## src/mmrs_pkg.sv

```systemverilog
// shared types and constants for the modular multiple min residue scan
// no dependencies; compile first
package mmrs_pkg;

  localparam int N_BITS    = 6;
  localparam int D_BITS    = 17;
  localparam int NUM_CAPS  = 3;
  localparam int CAP2_BITS = 2 * N_BITS;
  localparam int CAP3_BITS = 3 * N_BITS;

  localparam logic [N_BITS-1:0] N_MIN = N_BITS'(1);
  localparam logic [N_BITS-1:0] N_MAX = N_BITS'(47);

  localparam int CAP_LINEAR = 0;
  localparam int CAP_SQUARE = 1;
  localparam int CAP_CUBE   = 2;

  // commands from the sequencer to the datapath
  typedef struct packed {
    logic load;
    logic pow_step;
    logic euc_init;
    logic div_start;
    logic div_step;
    logic mul_init;
    logic mul_step;
    logic scan_init;
    logic scan_step;
    logic set_trivial;
    logic finish;
  } ctl_cmd_t;

  // status from the datapath to the sequencer
  typedef struct packed {
    logic q_small;
    logic pow_done;
    logic nr_zero;
    logic div_last;
    logic mul_last;
    logic scan_last;
    logic out_free;
  } ctl_status_t;

endpackage

```

## src/mmrs_if.sv

```systemverilog
// valid/ready channel interfaces for input items and results
// depends on mmrs_pkg
interface mmrs_in_if #(
  parameter int P_BITS = 22,
  parameter int Q_BITS = 23
);
  import mmrs_pkg::*;

  logic              valid;
  logic              ready;
  logic [P_BITS-1:0] prime_p;
  logic [Q_BITS-1:0] prime_q;
  logic [N_BITS-1:0] bit_length;

  modport source (output valid, prime_p, prime_q, bit_length, input ready);
  modport sink (input valid, prime_p, prime_q, bit_length, output ready);
endinterface

interface mmrs_out_if #(
  parameter int P_BITS = 22,
  parameter int Q_BITS = 23
);
  import mmrs_pkg::*;

  logic              valid;
  logic              ready;
  logic [Q_BITS-1:0] multiplier_a;
  logic [P_BITS-1:0] best_res_linear;
  logic [D_BITS-1:0] best_d_linear;
  logic [P_BITS-1:0] best_res_square;
  logic [D_BITS-1:0] best_d_square;
  logic [P_BITS-1:0] best_res_cube;
  logic [D_BITS-1:0] best_d_cube;
  logic              record_linear;
  logic              record_square;
  logic              record_cube;

  modport source (
    output valid, multiplier_a, best_res_linear, best_d_linear, best_res_square,
           best_d_square, best_res_cube, best_d_cube, record_linear, record_square,
           record_cube,
    input  ready
  );
  modport sink (
    input  valid, multiplier_a, best_res_linear, best_d_linear, best_res_square,
           best_d_square, best_res_cube, best_d_cube, record_linear, record_square,
           record_cube,
    output ready
  );
endinterface

```

## src/modular_multiple_min_residue_scan.sv

```systemverilog
// Each item with q >= 2 runs through the power, extended Euclid, multiply and scan phases; the
// scan dominates, one multiple d*a mod q per cycle through a single modular adder, for d from
// 1 to n^3 where n is the saturated bit length. One item is in work at a time; a
// new item is taken as soon as the previous one has been moved to the output register,
// which holds it until the result transfer. Running maxima are cleared by reset only.
// depends on mmrs_pkg, mmrs_if, mmrs_ctrl, mmrs_datapath
module modular_multiple_min_residue_scan #(
  parameter int P_BITS = 22,
  parameter int Q_BITS = 23
) (
  input logic        clk,
  input logic        rst,
  mmrs_in_if.sink    items,
  mmrs_out_if.source results
);
  import mmrs_pkg::*;

  ctl_cmd_t    cmd;
  ctl_status_t status;
  logic        ctl_ready;

  assign items.ready = ctl_ready;

  mmrs_ctrl u_ctrl (
    .clk    (clk),
    .rst    (rst),
    .start  (items.valid),
    .ready  (ctl_ready),
    .status (status),
    .cmd    (cmd)
  );

  mmrs_datapath #(
    .P_BITS (P_BITS),
    .Q_BITS (Q_BITS)
  ) u_datapath (
    .clk        (clk),
    .rst        (rst),
    .cmd        (cmd),
    .status     (status),
    .prime_p    (items.prime_p),
    .prime_q    (items.prime_q),
    .bit_length (items.bit_length),
    .results    (results)
  );

endmodule

```

## src/mmrs_ctrl.sv

```systemverilog
// sequencer: walks one item through power, euclid, multiply, scan and output
// depends on mmrs_pkg
module mmrs_ctrl (
  input  logic                  clk,
  input  logic                  rst,
  input  logic                  start,
  output logic                  ready,
  input  mmrs_pkg::ctl_status_t status,
  output mmrs_pkg::ctl_cmd_t    cmd
);
  import mmrs_pkg::*;

  typedef enum logic [8:0] {
    S_IDLE      = 9'b000000001,
    S_POW       = 9'b000000010,
    S_EUC_CHK   = 9'b000000100,
    S_EUC_DIV   = 9'b000001000,
    S_MUL       = 9'b000010000,
    S_SCAN_INIT = 9'b000100000,
    S_SCAN      = 9'b001000000,
    S_DRAIN     = 9'b010000000,
    S_DONE      = 9'b100000000
  } ctl_state_t;

  ctl_state_t state, state_next;

  always_ff @(posedge clk) begin
    if (rst) begin
      state <= S_IDLE;
    end else begin
      state <= state_next;
    end
  end

  always_comb begin
    cmd        = '0;
    ready      = 1'b0;
    state_next = state;
    case (state)
      S_IDLE: begin
        ready = 1'b1;
        if (start) begin
          cmd.load   = 1'b1;
          state_next = S_POW;
        end
      end
      S_POW: begin
        if (status.q_small) begin
          cmd.set_trivial = 1'b1;
          state_next      = S_DONE;
        end else if (status.pow_done) begin
          cmd.euc_init = 1'b1;
          state_next   = S_EUC_CHK;
        end else begin
          cmd.pow_step = 1'b1;
        end
      end
      S_EUC_CHK: begin
        if (status.nr_zero) begin
          cmd.mul_init = 1'b1;
          state_next   = S_MUL;
        end else begin
          cmd.div_start = 1'b1;
          state_next    = S_EUC_DIV;
        end
      end
      S_EUC_DIV: begin
        cmd.div_step = 1'b1;
        if (status.div_last) begin
          state_next = S_EUC_CHK;
        end
      end
      S_MUL: begin
        cmd.mul_step = 1'b1;
        if (status.mul_last) begin
          state_next = S_SCAN_INIT;
        end
      end
      S_SCAN_INIT: begin
        cmd.scan_init = 1'b1;
        state_next    = S_SCAN;
      end
      S_SCAN: begin
        cmd.scan_step = 1'b1;
        if (status.scan_last) begin
          state_next = S_DRAIN;
        end
      end
      S_DRAIN: begin
        // last folded residue reaches the best registers here
        state_next = S_DONE;
      end
      S_DONE: begin
        if (status.out_free) begin
          cmd.finish = 1'b1;
          state_next = S_IDLE;
        end
      end
      default: begin
        state_next = S_IDLE;
      end
    endcase
  end

endmodule

```

## src/mmrs_datapath.sv

```systemverilog
// datapath: modular doubling, bit-serial extended euclid, shift-add modmul,
// one-multiple-per-cycle residue scan, running maxima and output register
// depends on mmrs_pkg and mmrs_if
module mmrs_datapath #(
  parameter int P_BITS = 22,
  parameter int Q_BITS = 23
) (
  input  logic                          clk,
  input  logic                          rst,
  input  mmrs_pkg::ctl_cmd_t            cmd,
  output mmrs_pkg::ctl_status_t         status,
  input  logic [P_BITS-1:0]             prime_p,
  input  logic [Q_BITS-1:0]             prime_q,
  input  logic [mmrs_pkg::N_BITS-1:0]   bit_length,
  mmrs_out_if.source                    results
);
  import mmrs_pkg::*;

  localparam int CW     = Q_BITS + 2;
  localparam int DIV_CW = $clog2(Q_BITS);
  localparam int MUL_CW = $clog2(P_BITS);

  // item registers
  logic [P_BITS-1:0]    p;
  logic [Q_BITS-1:0]    q;
  logic [N_BITS-1:0]    n;
  logic [N_BITS-1:0]    n_sat;
  logic [Q_BITS:0]      qx;
  logic [CW-1:0]        q_cw;

  // caps
  logic [CAP2_BITS-1:0] cap2;
  logic [D_BITS-1:0]    cap3;
  logic [CAP3_BITS-1:0] cap3_full;
  logic [D_BITS-1:0]    cap [NUM_CAPS];

  // power of two mod q
  logic [Q_BITS-1:0]    x;
  logic [N_BITS-2:0]    pow_cnt;
  logic [Q_BITS:0]      x2;
  logic [Q_BITS:0]      x2r;

  // extended euclid
  logic [Q_BITS-1:0]       r;
  logic [Q_BITS-1:0]       nr;
  logic signed [CW-1:0]    t;
  logic signed [CW-1:0]    nt;
  logic [Q_BITS-1:0]       rem;
  logic signed [CW-1:0]    prod;
  logic [DIV_CW-1:0]       div_cnt;
  logic [Q_BITS:0]         rem_sh;
  logic                    quo_bit;
  logic [Q_BITS:0]         rem_new;
  logic signed [CW-1:0]    prod_new;

  // modular multiply
  logic signed [CW-1:0] t_pos;
  logic [Q_BITS:0]      inv_full;
  logic [Q_BITS:0]      inv_red;
  logic [Q_BITS-1:0]    inv;
  logic [Q_BITS-1:0]    acc;
  logic [MUL_CW-1:0]    mul_cnt;
  logic [Q_BITS:0]      acc2;
  logic [Q_BITS:0]      acc2r;
  logic [Q_BITS:0]      sum;
  logic [Q_BITS:0]      sumr;

  // scan
  logic [Q_BITS-1:0]    a;
  logic [Q_BITS-1:0]    v;
  logic [D_BITS-1:0]    d;
  logic [Q_BITS:0]      v_sum;
  logic [Q_BITS:0]      v_red;
  logic [Q_BITS-1:0]    w;
  logic [Q_BITS-1:0]    fold;
  logic [Q_BITS-1:0]    r_s;
  logic [D_BITS-1:0]    d_s;
  logic                 s_valid;
  logic [Q_BITS-1:0]    best   [NUM_CAPS];
  logic [D_BITS-1:0]    best_d [NUM_CAPS];

  // records and output
  logic [P_BITS-1:0]    run_max [NUM_CAPS];
  logic [P_BITS-1:0]    res_m   [NUM_CAPS];
  logic [NUM_CAPS-1:0]  rec;
  logic                 out_valid;
  logic [Q_BITS-1:0]    out_a;
  logic [P_BITS-1:0]    out_res [NUM_CAPS];
  logic [D_BITS-1:0]    out_d   [NUM_CAPS];
  logic [NUM_CAPS-1:0]  out_rec;

  always_comb begin
    if (bit_length < N_MIN) begin
      n_sat = N_MIN;
    end else if (bit_length > N_MAX) begin
      n_sat = N_MAX;
    end else begin
      n_sat = bit_length;
    end
  end

  assign qx   = {1'b0, q};
  assign q_cw = {2'b00, q};

  assign cap3_full       = CAP3_BITS'(cap2) * CAP3_BITS'(n);
  assign cap[CAP_LINEAR] = D_BITS'(n);
  assign cap[CAP_SQUARE] = D_BITS'(cap2);
  assign cap[CAP_CUBE]   = cap3;

  // doubling mod q
  assign x2  = {x, 1'b0};
  assign x2r = (x2 >= qx) ? (x2 - qx) : x2;

  // one quotient bit per cycle; the coefficient product is built alongside
  assign rem_sh   = {rem, r[div_cnt]};
  assign quo_bit  = (rem_sh >= {1'b0, nr});
  assign rem_new  = quo_bit ? (rem_sh - {1'b0, nr}) : rem_sh;
  assign prod_new = (prod <<< 1) + (quo_bit ? nt : '0);

  // final coefficient into 0..q-1
  assign t_pos    = t[CW-1] ? (t + q_cw) : t;
  assign inv_full = t_pos[Q_BITS:0];
  assign inv_red  = (inv_full >= qx) ? (inv_full - qx) : inv_full;

  // horner step over the bits of p
  assign acc2  = {acc, 1'b0};
  assign acc2r = (acc2 >= qx) ? (acc2 - qx) : acc2;
  assign sum   = acc2r + (p[mul_cnt] ? {1'b0, inv} : '0);
  assign sumr  = (sum >= qx) ? (sum - qx) : sum;

  // next multiple and its fold
  assign v_sum = {1'b0, v} + {1'b0, a};
  assign v_red = (v_sum >= qx) ? (v_sum - qx) : v_sum;
  assign w     = q - v;
  assign fold  = (v < w) ? v : w;

  always_comb begin
    for (int j = 0; j < NUM_CAPS; j++) begin
      res_m[j] = P_BITS'(best[j]);
      rec[j]   = (res_m[j] > run_max[j]);
    end
  end

  assign status.q_small   = (q < Q_BITS'(2));
  assign status.pow_done  = (pow_cnt == '0);
  assign status.nr_zero   = (nr == '0);
  assign status.div_last  = (div_cnt == '0);
  assign status.mul_last  = (mul_cnt == '0);
  assign status.scan_last = (d == cap3);
  assign status.out_free  = !out_valid || results.ready;

  // control state
  always_ff @(posedge clk) begin
    if (rst) begin
      s_valid   <= 1'b0;
      out_valid <= 1'b0;
      for (int j = 0; j < NUM_CAPS; j++) begin
        run_max[j] <= '0;
      end
    end else begin
      s_valid <= cmd.scan_step;
      if (cmd.finish) begin
        out_valid <= 1'b1;
        for (int j = 0; j < NUM_CAPS; j++) begin
          if (rec[j]) begin
            run_max[j] <= res_m[j];
          end
        end
      end else if (results.ready) begin
        out_valid <= 1'b0;
      end
    end
  end

  // item, caps, power and euclid registers
  always_ff @(posedge clk) begin
    cap2 <= CAP2_BITS'(n) * CAP2_BITS'(n);
    cap3 <= D_BITS'(cap3_full);
    if (cmd.load) begin
      p       <= prime_p;
      q       <= prime_q;
      n       <= n_sat;
      x       <= Q_BITS'(1);
      pow_cnt <= n_sat[N_BITS-1:1];
    end
    if (cmd.pow_step) begin
      x       <= x2r[Q_BITS-1:0];
      pow_cnt <= pow_cnt - 1'b1;
    end
    if (cmd.euc_init) begin
      r  <= q;
      nr <= x;
      t  <= '0;
      nt <= CW'(1);
    end
    if (cmd.div_start) begin
      rem     <= '0;
      prod    <= '0;
      div_cnt <= DIV_CW'(Q_BITS - 1);
    end
    if (cmd.div_step) begin
      rem     <= rem_new[Q_BITS-1:0];
      prod    <= prod_new;
      div_cnt <= div_cnt - 1'b1;
      if (div_cnt == '0) begin
        r  <= nr;
        nr <= rem_new[Q_BITS-1:0];
        t  <= nt;
        nt <= t - prod_new;
      end
    end
  end

  // multiply, scan and output registers
  always_ff @(posedge clk) begin
    if (cmd.mul_init) begin
      inv     <= inv_red[Q_BITS-1:0];
      acc     <= '0;
      mul_cnt <= MUL_CW'(P_BITS - 1);
    end
    if (cmd.mul_step) begin
      acc     <= sumr[Q_BITS-1:0];
      mul_cnt <= mul_cnt - 1'b1;
    end
    if (cmd.scan_init) begin
      a <= acc;
      v <= acc;
      d <= D_BITS'(1);
      for (int j = 0; j < NUM_CAPS; j++) begin
        best[j]   <= '1;
        best_d[j] <= '0;
      end
    end
    if (cmd.scan_step) begin
      v   <= v_red[Q_BITS-1:0];
      d   <= d + 1'b1;
      r_s <= fold;
      d_s <= d;
    end
    if (s_valid) begin
      for (int j = 0; j < NUM_CAPS; j++) begin
        if ((d_s <= cap[j]) && (r_s < best[j])) begin
          best[j]   <= r_s;
          best_d[j] <= d_s;
        end
      end
    end
    if (cmd.set_trivial) begin
      a <= '0;
      for (int j = 0; j < NUM_CAPS; j++) begin
        best[j]   <= '0;
        best_d[j] <= D_BITS'(1);
      end
    end
    if (cmd.finish) begin
      out_a   <= a;
      out_rec <= rec;
      for (int j = 0; j < NUM_CAPS; j++) begin
        out_res[j] <= res_m[j];
        out_d[j]   <= best_d[j];
      end
    end
  end

  assign results.valid           = out_valid;
  assign results.multiplier_a    = out_a;
  assign results.best_res_linear = out_res[CAP_LINEAR];
  assign results.best_d_linear   = out_d[CAP_LINEAR];
  assign results.best_res_square = out_res[CAP_SQUARE];
  assign results.best_d_square   = out_d[CAP_SQUARE];
  assign results.best_res_cube   = out_res[CAP_CUBE];
  assign results.best_d_cube     = out_d[CAP_CUBE];
  assign results.record_linear   = out_rec[CAP_LINEAR];
  assign results.record_square   = out_rec[CAP_SQUARE];
  assign results.record_cube     = out_rec[CAP_CUBE];

  a_scan_reduced: assert property (@(posedge clk) disable iff (rst)
    cmd.scan_step |-> (v < q))
    else $error("scan multiple not reduced mod q");

  a_scan_in_cap: assert property (@(posedge clk) disable iff (rst)
    cmd.scan_step |-> (d <= cap3))
    else $error("scan ran past the cube cap");

  a_div_rem: assert property (@(posedge clk) disable iff (rst)
    cmd.div_step |-> (nr != '0) && (rem < nr))
    else $error("division remainder out of range");

  a_no_overwrite: assert property (@(posedge clk) disable iff (rst)
    cmd.finish |-> (!results.valid || results.ready))
    else $error("result loaded over an untaken result");

endmodule
```

## src/flat_wrapper.sv

```systemverilog
// flat-port wrapper written by rule: the top's interface ports become plain ports
module modular_multiple_min_residue_scan_flat import mmrs_pkg::*;
#(
  parameter int P_BITS = 22,
  parameter int Q_BITS = 23
)
  (clk, rst, items_valid, items_prime_p, items_prime_q, items_bit_length, items_ready, results_valid, results_multiplier_a, results_best_res_linear, results_best_d_linear, results_best_res_square, results_best_d_square, results_best_res_cube, results_best_d_cube, results_record_linear, results_record_square, results_record_cube, results_ready);
  mmrs_in_if #(.P_BITS(P_BITS), .Q_BITS(Q_BITS)) items_i ();
  mmrs_out_if #(.P_BITS(P_BITS), .Q_BITS(Q_BITS)) results_i ();
  input logic clk;
  input logic rst;
  input wire logic [$bits(items_i.valid)-1:0] items_valid;
  input wire logic [$bits(items_i.prime_p)-1:0] items_prime_p;
  input wire logic [$bits(items_i.prime_q)-1:0] items_prime_q;
  input wire logic [$bits(items_i.bit_length)-1:0] items_bit_length;
  output wire logic [$bits(items_i.ready)-1:0] items_ready;
  output wire logic [$bits(results_i.valid)-1:0] results_valid;
  output wire logic [$bits(results_i.multiplier_a)-1:0] results_multiplier_a;
  output wire logic [$bits(results_i.best_res_linear)-1:0] results_best_res_linear;
  output wire logic [$bits(results_i.best_d_linear)-1:0] results_best_d_linear;
  output wire logic [$bits(results_i.best_res_square)-1:0] results_best_res_square;
  output wire logic [$bits(results_i.best_d_square)-1:0] results_best_d_square;
  output wire logic [$bits(results_i.best_res_cube)-1:0] results_best_res_cube;
  output wire logic [$bits(results_i.best_d_cube)-1:0] results_best_d_cube;
  output wire logic [$bits(results_i.record_linear)-1:0] results_record_linear;
  output wire logic [$bits(results_i.record_square)-1:0] results_record_square;
  output wire logic [$bits(results_i.record_cube)-1:0] results_record_cube;
  input wire logic [$bits(results_i.ready)-1:0] results_ready;
  assign items_i.valid = items_valid;
  assign items_i.prime_p = items_prime_p;
  assign items_i.prime_q = items_prime_q;
  assign items_i.bit_length = items_bit_length;
  assign items_ready = items_i.ready;
  assign results_valid = results_i.valid;
  assign results_multiplier_a = results_i.multiplier_a;
  assign results_best_res_linear = results_i.best_res_linear;
  assign results_best_d_linear = results_i.best_d_linear;
  assign results_best_res_square = results_i.best_res_square;
  assign results_best_d_square = results_i.best_d_square;
  assign results_best_res_cube = results_i.best_res_cube;
  assign results_best_d_cube = results_i.best_d_cube;
  assign results_record_linear = results_i.record_linear;
  assign results_record_square = results_i.record_square;
  assign results_record_cube = results_i.record_cube;
  assign results_i.ready = results_ready;
  modular_multiple_min_residue_scan #(.P_BITS(P_BITS), .Q_BITS(Q_BITS)) u_core (.clk(clk), .rst(rst), .items(items_i), .results(results_i));
endmodule
```

## config.mk

```make
export PLATFORM = sky130hd
export DESIGN_NAME = modular_multiple_min_residue_scan_flat
export DESIGN_NICKNAME = d
export VERILOG_FILES = /design/src/mmrs_pkg.sv /design/src/mmrs_if.sv /design/src/modular_multiple_min_residue_scan.sv /design/src/mmrs_ctrl.sv /design/src/mmrs_datapath.sv /design/src/flat_wrapper.sv
export SDC_FILE = /design/constraint.sdc
export NUM_CORES = 2
export LEC_CHECK = 0
export BUFFER_PORTS_ARGS = -buffer_cell sky130_fd_sc_hd__buf_2
export CAP_MARGIN = 20
export CORE_ASPECT_RATIO = 0.8
export CORE_MARGIN = 2
export CORE_UTILIZATION = 44
export CTS_BUF_LIST = sky130_fd_sc_hd__clkbuf_8
export DETAILED_ROUTE_END_ITERATION = 10
export PLACE_DENSITY_LB_ADDON = 0.1
export SYNTH_ARGS = -nofsm -noshare
export SYNTH_HDL_FRONTEND = slang
export SYNTH_SLANG_ARGS = --single-unit
```

## constraint.sdc

```tcl
create_clock -name clk -period 23.4 [get_ports clk]
set_input_delay 1.17 -clock clk [delete_from_list [all_inputs] [get_ports clk]]
set_output_delay 1.17 -clock clk [all_outputs]
set_load 0.02 [all_outputs]
```

Word-level counts from Yosys, hierarchy flattened
Memories as Yosys holds them, arrays and structs flattened.
Cells that the tools add are included.
- add/subtract/negate cells: 16
- multiply operators: 2
- $lt $le $gt $ge: 21
- eq/ne operators: 16
- mux-type cells: 120
- bitwise operators: 15
- reduce and logical (&&, ||, !) cells: 16
- operators with widths (cell ; count):
    $mux 23 ; 27
    $mux 25 ; 7
    $ge 24x23->1 ; 6
    $sub 23x23->23 ; 6
    $mux 17 ; 8
    $mux 24 ; 4
    $lt 23x23->1 ; 4
    $pmux 9 s9 ; 1
    $gt 22x22->1 ; 3
    $mux 22 ; 3
    $mux 9 ; 7
    $mux 1 ; 50
    $add 24x23->24 ; 2
    $mux 5 ; 7
    $add 25x25->25 ; 1
    $sub 25x25->25 ; 1
    $add 23x23->24 ; 1
    $sub 24x23->24 ; 1
    $logic_not 23->1 ; 1
    $lt 23x2->1 const B ; 1
    $add 17x1->17 const B ; 1
    $eq 17x17->1 ; 1
    $le 17x12->1 ; 1
    $le 17x17->1 ; 1
    other kinds (30) ; 61
- flip-flop bits (word level): 447
- memory bits (writable): 303
- input bits: 55
- output and inout bits: 145
- memories: 5
- memory list (memory ; words ; bits a word ; read ports ; clocked after Yosys merged registers in ; write ports ; line ; RTL):
    u_core.u_datapath.best ; 3 ; 23 ; 3 ; 0 ; 3 ; mmrs_datapath.sv:79 ; logic [Q_BITS-1:0] best [NUM_CAPS];
    u_core.u_datapath.out_res ; 3 ; 22 ; 3 ; 0 ; 3 ; mmrs_datapath.sv:88 ; logic [P_BITS-1:0] out_res [NUM_CAPS];
    u_core.u_datapath.run_max ; 3 ; 22 ; 3 ; 0 ; 3 ; mmrs_datapath.sv:83 ; logic [P_BITS-1:0] run_max [NUM_CAPS];
    u_core.u_datapath.best_d ; 3 ; 17 ; 3 ; 0 ; 3 ; mmrs_datapath.sv:80 ; logic [D_BITS-1:0] best_d [NUM_CAPS];
    u_core.u_datapath.out_d ; 3 ; 17 ; 3 ; 0 ; 3 ; mmrs_datapath.sv:89 ; logic [D_BITS-1:0] out_d [NUM_CAPS];

Logic depth before layout (Yosys ltp)
- word-level depth: 8
- mapped depth: 40
- gate-level depth less buffers: 37

Cells and area by module
A second synthesis with hierarchy kept.
- cell total of the unflattened synthesis: 5013
- area total of the unflattened synthesis: 48881.9 µm²
- modules (own cells, without submodules) (module ; instances ; cells each ; area an instance (µm²)):
    mmrs_datapath ; 1 ; 4928 ; 48226.3
    mmrs_ctrl ; 1 ; 85 ; 655.6

Worst setup path before layout
Ideal clock, no wire load.
- path kind: reg-to-reg
- from: register u_core.u_datapath.div_cnt[0]
- to: register u_core.u_datapath.nt[23]
- library setup time: 0.079 ns
- arrival time: 8.033 ns
- path slack: 15.288 ns
- cell stages (with the launch flop): 39
- period minus slack after synthesis: 8.112 ns
- path through: edfxtp_1 clkbuf_1 mux4_2 nor2b_1 a2111oi_0 a21oi_1 nand2_1 ha_1 fa_1 nor2b_1 o21ai_0 nand2b_1 nor2b_1 a211o_1 a21oi_1 o21ai_0 a21oi_1 o21ai_1 [3 not listed] fa_1 a211oi_1 o21ai_0 xnor2_1 ha_1 o21ai_0 a211o_1 a31oi_1 o21ai_0 a221o_1 o32a_1 a21oi_2 a21oi_1 maj3_2 maj3_2 o211ai_1 o2111ai_1 o211ai_1
- cells in the longest elaborated chain, start to end: 8
- ends and longest elaborated chain (element ; line ; RTL):
    start: declaration ; mmrs_datapath.sv:50 ; logic [DIV_CW-1:0] div_cnt;
    start signal: assignment ; mmrs_datapath.sv:199 ; div_cnt <= DIV_CW'(Q_BITS - 1);
    start signal: assignment ; mmrs_datapath.sv:204 ; div_cnt <= div_cnt - 1'b1;
    $bmux 1 s5 ; mmrs_datapath.sv:115 ; assign rem_sh = {rem, r[div_cnt]};
    $mux 1 (not written as such) ; mmrs_datapath.sv:115 ;
    $ge 24x23->1 ; mmrs_datapath.sv:116 ; assign quo_bit = (rem_sh >= {1'b0, nr});
    $mux 25 ; mmrs_datapath.sv:118 ; assign prod_new = (prod <<< 1) + (quo_bit ? nt : '0);
    $add 25x25->25 ; mmrs_datapath.sv:118 ;
    $sub 25x25->25 ; mmrs_datapath.sv:209 ; nt <= t - prod_new;
    $mux 25 * ; mmrs_datapath.sv:205 ; if (div_cnt == '0) begin
    $mux 25 * ; mmrs_datapath.sv:201 ; if (cmd.div_step) begin
    end signal: assignment ; mmrs_datapath.sv:209 ;
    end: declaration ; mmrs_datapath.sv:47 ; logic signed [CW-1:0] nt;
Mark *: on every way between the ends. The rest lies on a longest branch, timed or not. The select of a mux whose other input is x is not followed.
A chain may end at the register's enable or synchronous reset.

Final worst setup path
- from: register u_core.u_datapath.div_cnt[0]
- to: register u_core.u_datapath.nt[24]
The elaborated chain is that of the path after synthesis.

==> impl_metrics.ini <==
[outcome]
outcome = complete, no violations

[timing]
setup_viol = 0
worst_slew_pin_slew_ps = 1140
slew_viol_final = 0
fin_crit_ps = 9090
fmax_ghz = 0.110
skew_ps = 45.3
rsz0062_at_grt = no
fin_tns_setup_ps = 0
hold_viol_final = 0
slew_headroom_pct = 23.2
period_share_pct = 38.8

[placement]
gp_congestion = 0.902
port_buffers = 199
dpl.hpwl_mm = 98.7
place_area_sq_um = 51000
dp.cells = 6381

[die]
rows = 108
io_pins = 200
core_sq_um = 109000
fp.dieW_um = 374
die_height_um = 300
die_area_sq_um = 112000
initial_core_util_pct = 44.4

[global_routing]
grt_start_max_net_pins = 72
grt_use_total_pct = 23.5
grt-ovfl-total = 0
grt_pass1_wl_mm = 204
grt_antenna_before_repair = 7
grt_pass1_vias = 34300

[logic_synthesis]
synth-main-ff-cell = edfxtp_1
syn_inst = 4840
yosys.area.top_type = edfxtp_1
yosys_warnings = 0
ys_seq_area_share_pct = 43.3
synth-async-reset-ratio_pct = 0
synth-edff-count = 591
yosysUniqueCellTypes = 81
netlist.area_leader.share_pct = 36.8
syn_area_per_cell_sq_um = 9.97
synth_area_sq_um = 48300
synth.area.top_cells = edfxtp_1, ha_1, dfxtp_1
ys_ff_latch = 749

[worst_setup_path]
endpoint = u_core.u_datapath.nt[24]
timing.critical_path.mode_cell = o21ai_0
path_max_fanout = 28
crit_arrival_ps = 9800
worstPathRequired_ps = 24120
timing.reg2reg.setup_slack_ps = 14310
slowest_delay_ps = 630
start_kind = register
path_delay_family = compound AO/OA/AOI/OAI gates
crit_cells = 38
crit_type = reg -> reg
path_buf_inv = 1
r2r_start = u_core.u_datapath.div_cnt[0]
worstReg2RegEnd = u_core.u_datapath.nt[24]
startpoint = u_core.u_datapath.div_cnt[0]
cp-end-kind = register
crit_slowest_cell = edfxtp_1
worstRegToRegCells = 38

[clocking]
ctsResizeCount = 0
cts_hold_buf = 0
cts_tree = yes
cts_sinks = 749
clock_latency_ps = 880
path_clk_slew_ps = 60
cts_buffers = 135
h-tree-depth = 4
cts_setup_buffers = 0
cts_root_buf = clkbuf_8
cts.path.max_buffers = 3

[finish]
fin_nets = 5695
final_common_cell = edfxtp_1
area_delta_synth_final_pct = 11.2
fin_area_sq_um = 53700
drive_gt1_share_pct = 11.1
final_cell_mix = edfxtp_1, ha_1, inv_1
layout.cells.non_filler = 6630

[run]
maxCapViolCount = 0

[power_and_ir_drop]
power_frac_seq_pct = 36.5
power_frac_comb_pct = 35.1
p_per_area_nw_per_um2 = 82.6
power.internal_mw = 2.87
clkPwrFrac_pct = 28.4
peakVddDrop_uv = 68.8
switchingPower_mw = 1.57
switching_share_pct = 35.3
power.leakage_nw = 22.4

[detailed_routing]
postRouteWirelength_mm = 133
drt_iter0_markers = 2669
routedWlPerCell_um = 20.0
route.detailed.drc = 0
firstDrtPassIters = 5
vias = 35800
vias_per_cell = 5.39
antenna_left = 0

[hold_path]
hp-class = reg -> reg
## through the flow
| stage | hold slack, ps | power, mW | util (%) | setup WS [ps] |
|---|---|---|---|---|
| floorplan | 400 | 2.83 | - | 15290 |
| global placement | 402 | 3.18 | 46.9 | 14510 |
| detailed placement | 405 | 3.20 | 46.9 | 14380 |
| CTS | 378 | 4.48 | 49.4 | 14320 |
| global route | 391 | 4.76 | 49.4 | 13470 |
| finish | 407 | 4.43 | 49.4 | 14310 |
## registers in the layout, indices dropped and copies added, names as in the netlist, 11 cells and up
signal / flops
u_core.u_datapath.out_d: 51
u_core.u_datapath.out_res: 66
u_core.u_datapath.nr: 23
u_core.u_datapath.cap3: 17
u_core.u_datapath.cap2: 11
u_core.u_datapath.nt: 25
u_core.u_datapath.q: 23
u_core.u_datapath.rem: 23
u_core.u_datapath.v: 23
u_core.u_datapath.run_max: 66
u_core.u_datapath.x: 23
u_core.u_datapath.d_s: 17
u_core.u_datapath.a: 23
u_core.u_datapath.results.multiplier_a: 23
u_core.u_datapath.p: 22
u_core.u_datapath.best: 69
u_core.u_datapath.acc: 23
u_core.u_datapath.best_d: 51
u_core.u_datapath.r: 23
u_core.u_datapath.inv: 23
u_core.u_datapath.r_s: 23
u_core.u_datapath.d: 17
u_core.u_datapath.prod: 24
u_core.u_datapath.t: 25
## power by group through the flow
stage	sequential [mW]	combinational [mW]	clock, mW
finish	1.62	1.56	1.26
global route	1.62	1.78	1.36
CTS	1.62	1.57	1.30
detailed placement	1.64	1.55	0
global placement	1.64	1.54	0
floorplan	1.59	1.24	0
## cell families (layout without fill, tap and decap cells)
kind of cell / count (synthesis) / count (layout) / synth area share [%]
AND/OR/NAND/NOR: 1407 / 1407 / 13.7
adder cells (fa/ha/maj): 561 / 561 / 15.4
AO/OA/AOI/OAI: 1086 / 1086 / 14.0
XOR/XNOR: 283 / 283 / 5.16
multiplexers: 159 / 159 / 3.73
other: 2 / 24 / 0.0156
flip-flops: 749 / 749 / 43.3
buffers and inverters: 593 / 931 / 4.64
## synth_stat cells (7+ instances only)
cell,n
o211ai_1,23
nor2_1,396
inv_1,446
a21oi_1,323
and3_1,22
or3_1,21
a21o_1,133
xnor2_1,188
o41ai_1,7
o31ai_1,17
o21ai_0,261
mux4_2,10
a211oi_1,34
nand2b_1,62
xor2_1,94
nor4_1,26
edfxtp_1,591
clkbuf_1,129
nand3_1,119
nand2_1,394
fa_1,56
buf_2,8
ha_1,495
dfxtp_1,158
mux2_2,67
buf_1,9
mux2i_1,82
o21ai_1,27
a21boi_0,21
o21bai_1,56
nand4_1,64
maj3_1,7
and2_1,51
o21a_1,89
nor2b_1,83
nor3_1,116
a31oi_1,17
or2_2,20
and4_1,8
## worst reg2reg max path: cells and delay by family (launching register included)
| family | cells | cell delay [ps] |
|---|---|---|
| AOI/OAI and AO/OA | 21 | 4460 |
| adders and majority gates | 6 | 1630 |
| and+or+nand+nor | 7 | 1120 |
| DFF | 1 | 630 |
| muxes | 1 | 560 |
| xor gates and xnor gates | 2 | 290 |
| buffers and inverters | 1 | 250 |
## metal layers
layer | vias to the layer above | GRT usage [%] | share of wire (%) | routed length, um
met5 | - | 0 | 0 | 0
met1 | 17000 | 34.6 | 49 | 65700
met4 | 0 | 6.65 | 2.0 | 2590
met3 | 167 | 3.68 | 5.2 | 6890
li1 | 17800 | - | - | -
met2 | 774 | 35.9 | 43 | 57600
## cell type report
cell class                 count  area, sq um
fill                       10300        55000
inverter                     446         1680
multi-input combinational   3514        25300
antenna                        6         15.0
clock buffer                 147         2020
tap                         1430         1790
sequential                   749        20900
clock inverter                95          648
timing repair buffer         243         1340
## how the worst min path moves through the flow
stage	start	endpoint	slack, ps	cells past startpoint
4_1_cts	items_prime_p[11]	u_core.u_datapath.p[11]	380	1
6_report	u_core.u_datapath.best_d[0][40]	u_core.u_datapath.out_d[0][40]	410	0
3_3_place_gp	u_core.u_datapath.best_d[0][43]	u_core.u_datapath.out_d[0][43]	400	0
2_1_floorplan	u_core.u_datapath.best_d[0][0]	u_core.u_datapath.out_d[0][0]	400	0
5_1_grt	items_prime_p[14]	u_core.u_datapath.p[14]	390	1
3_5_place_dp	u_core.u_datapath.best_d[0][15]	u_core.u_datapath.out_d[0][15]	400	0
Power figures use the tool's default switching activity.
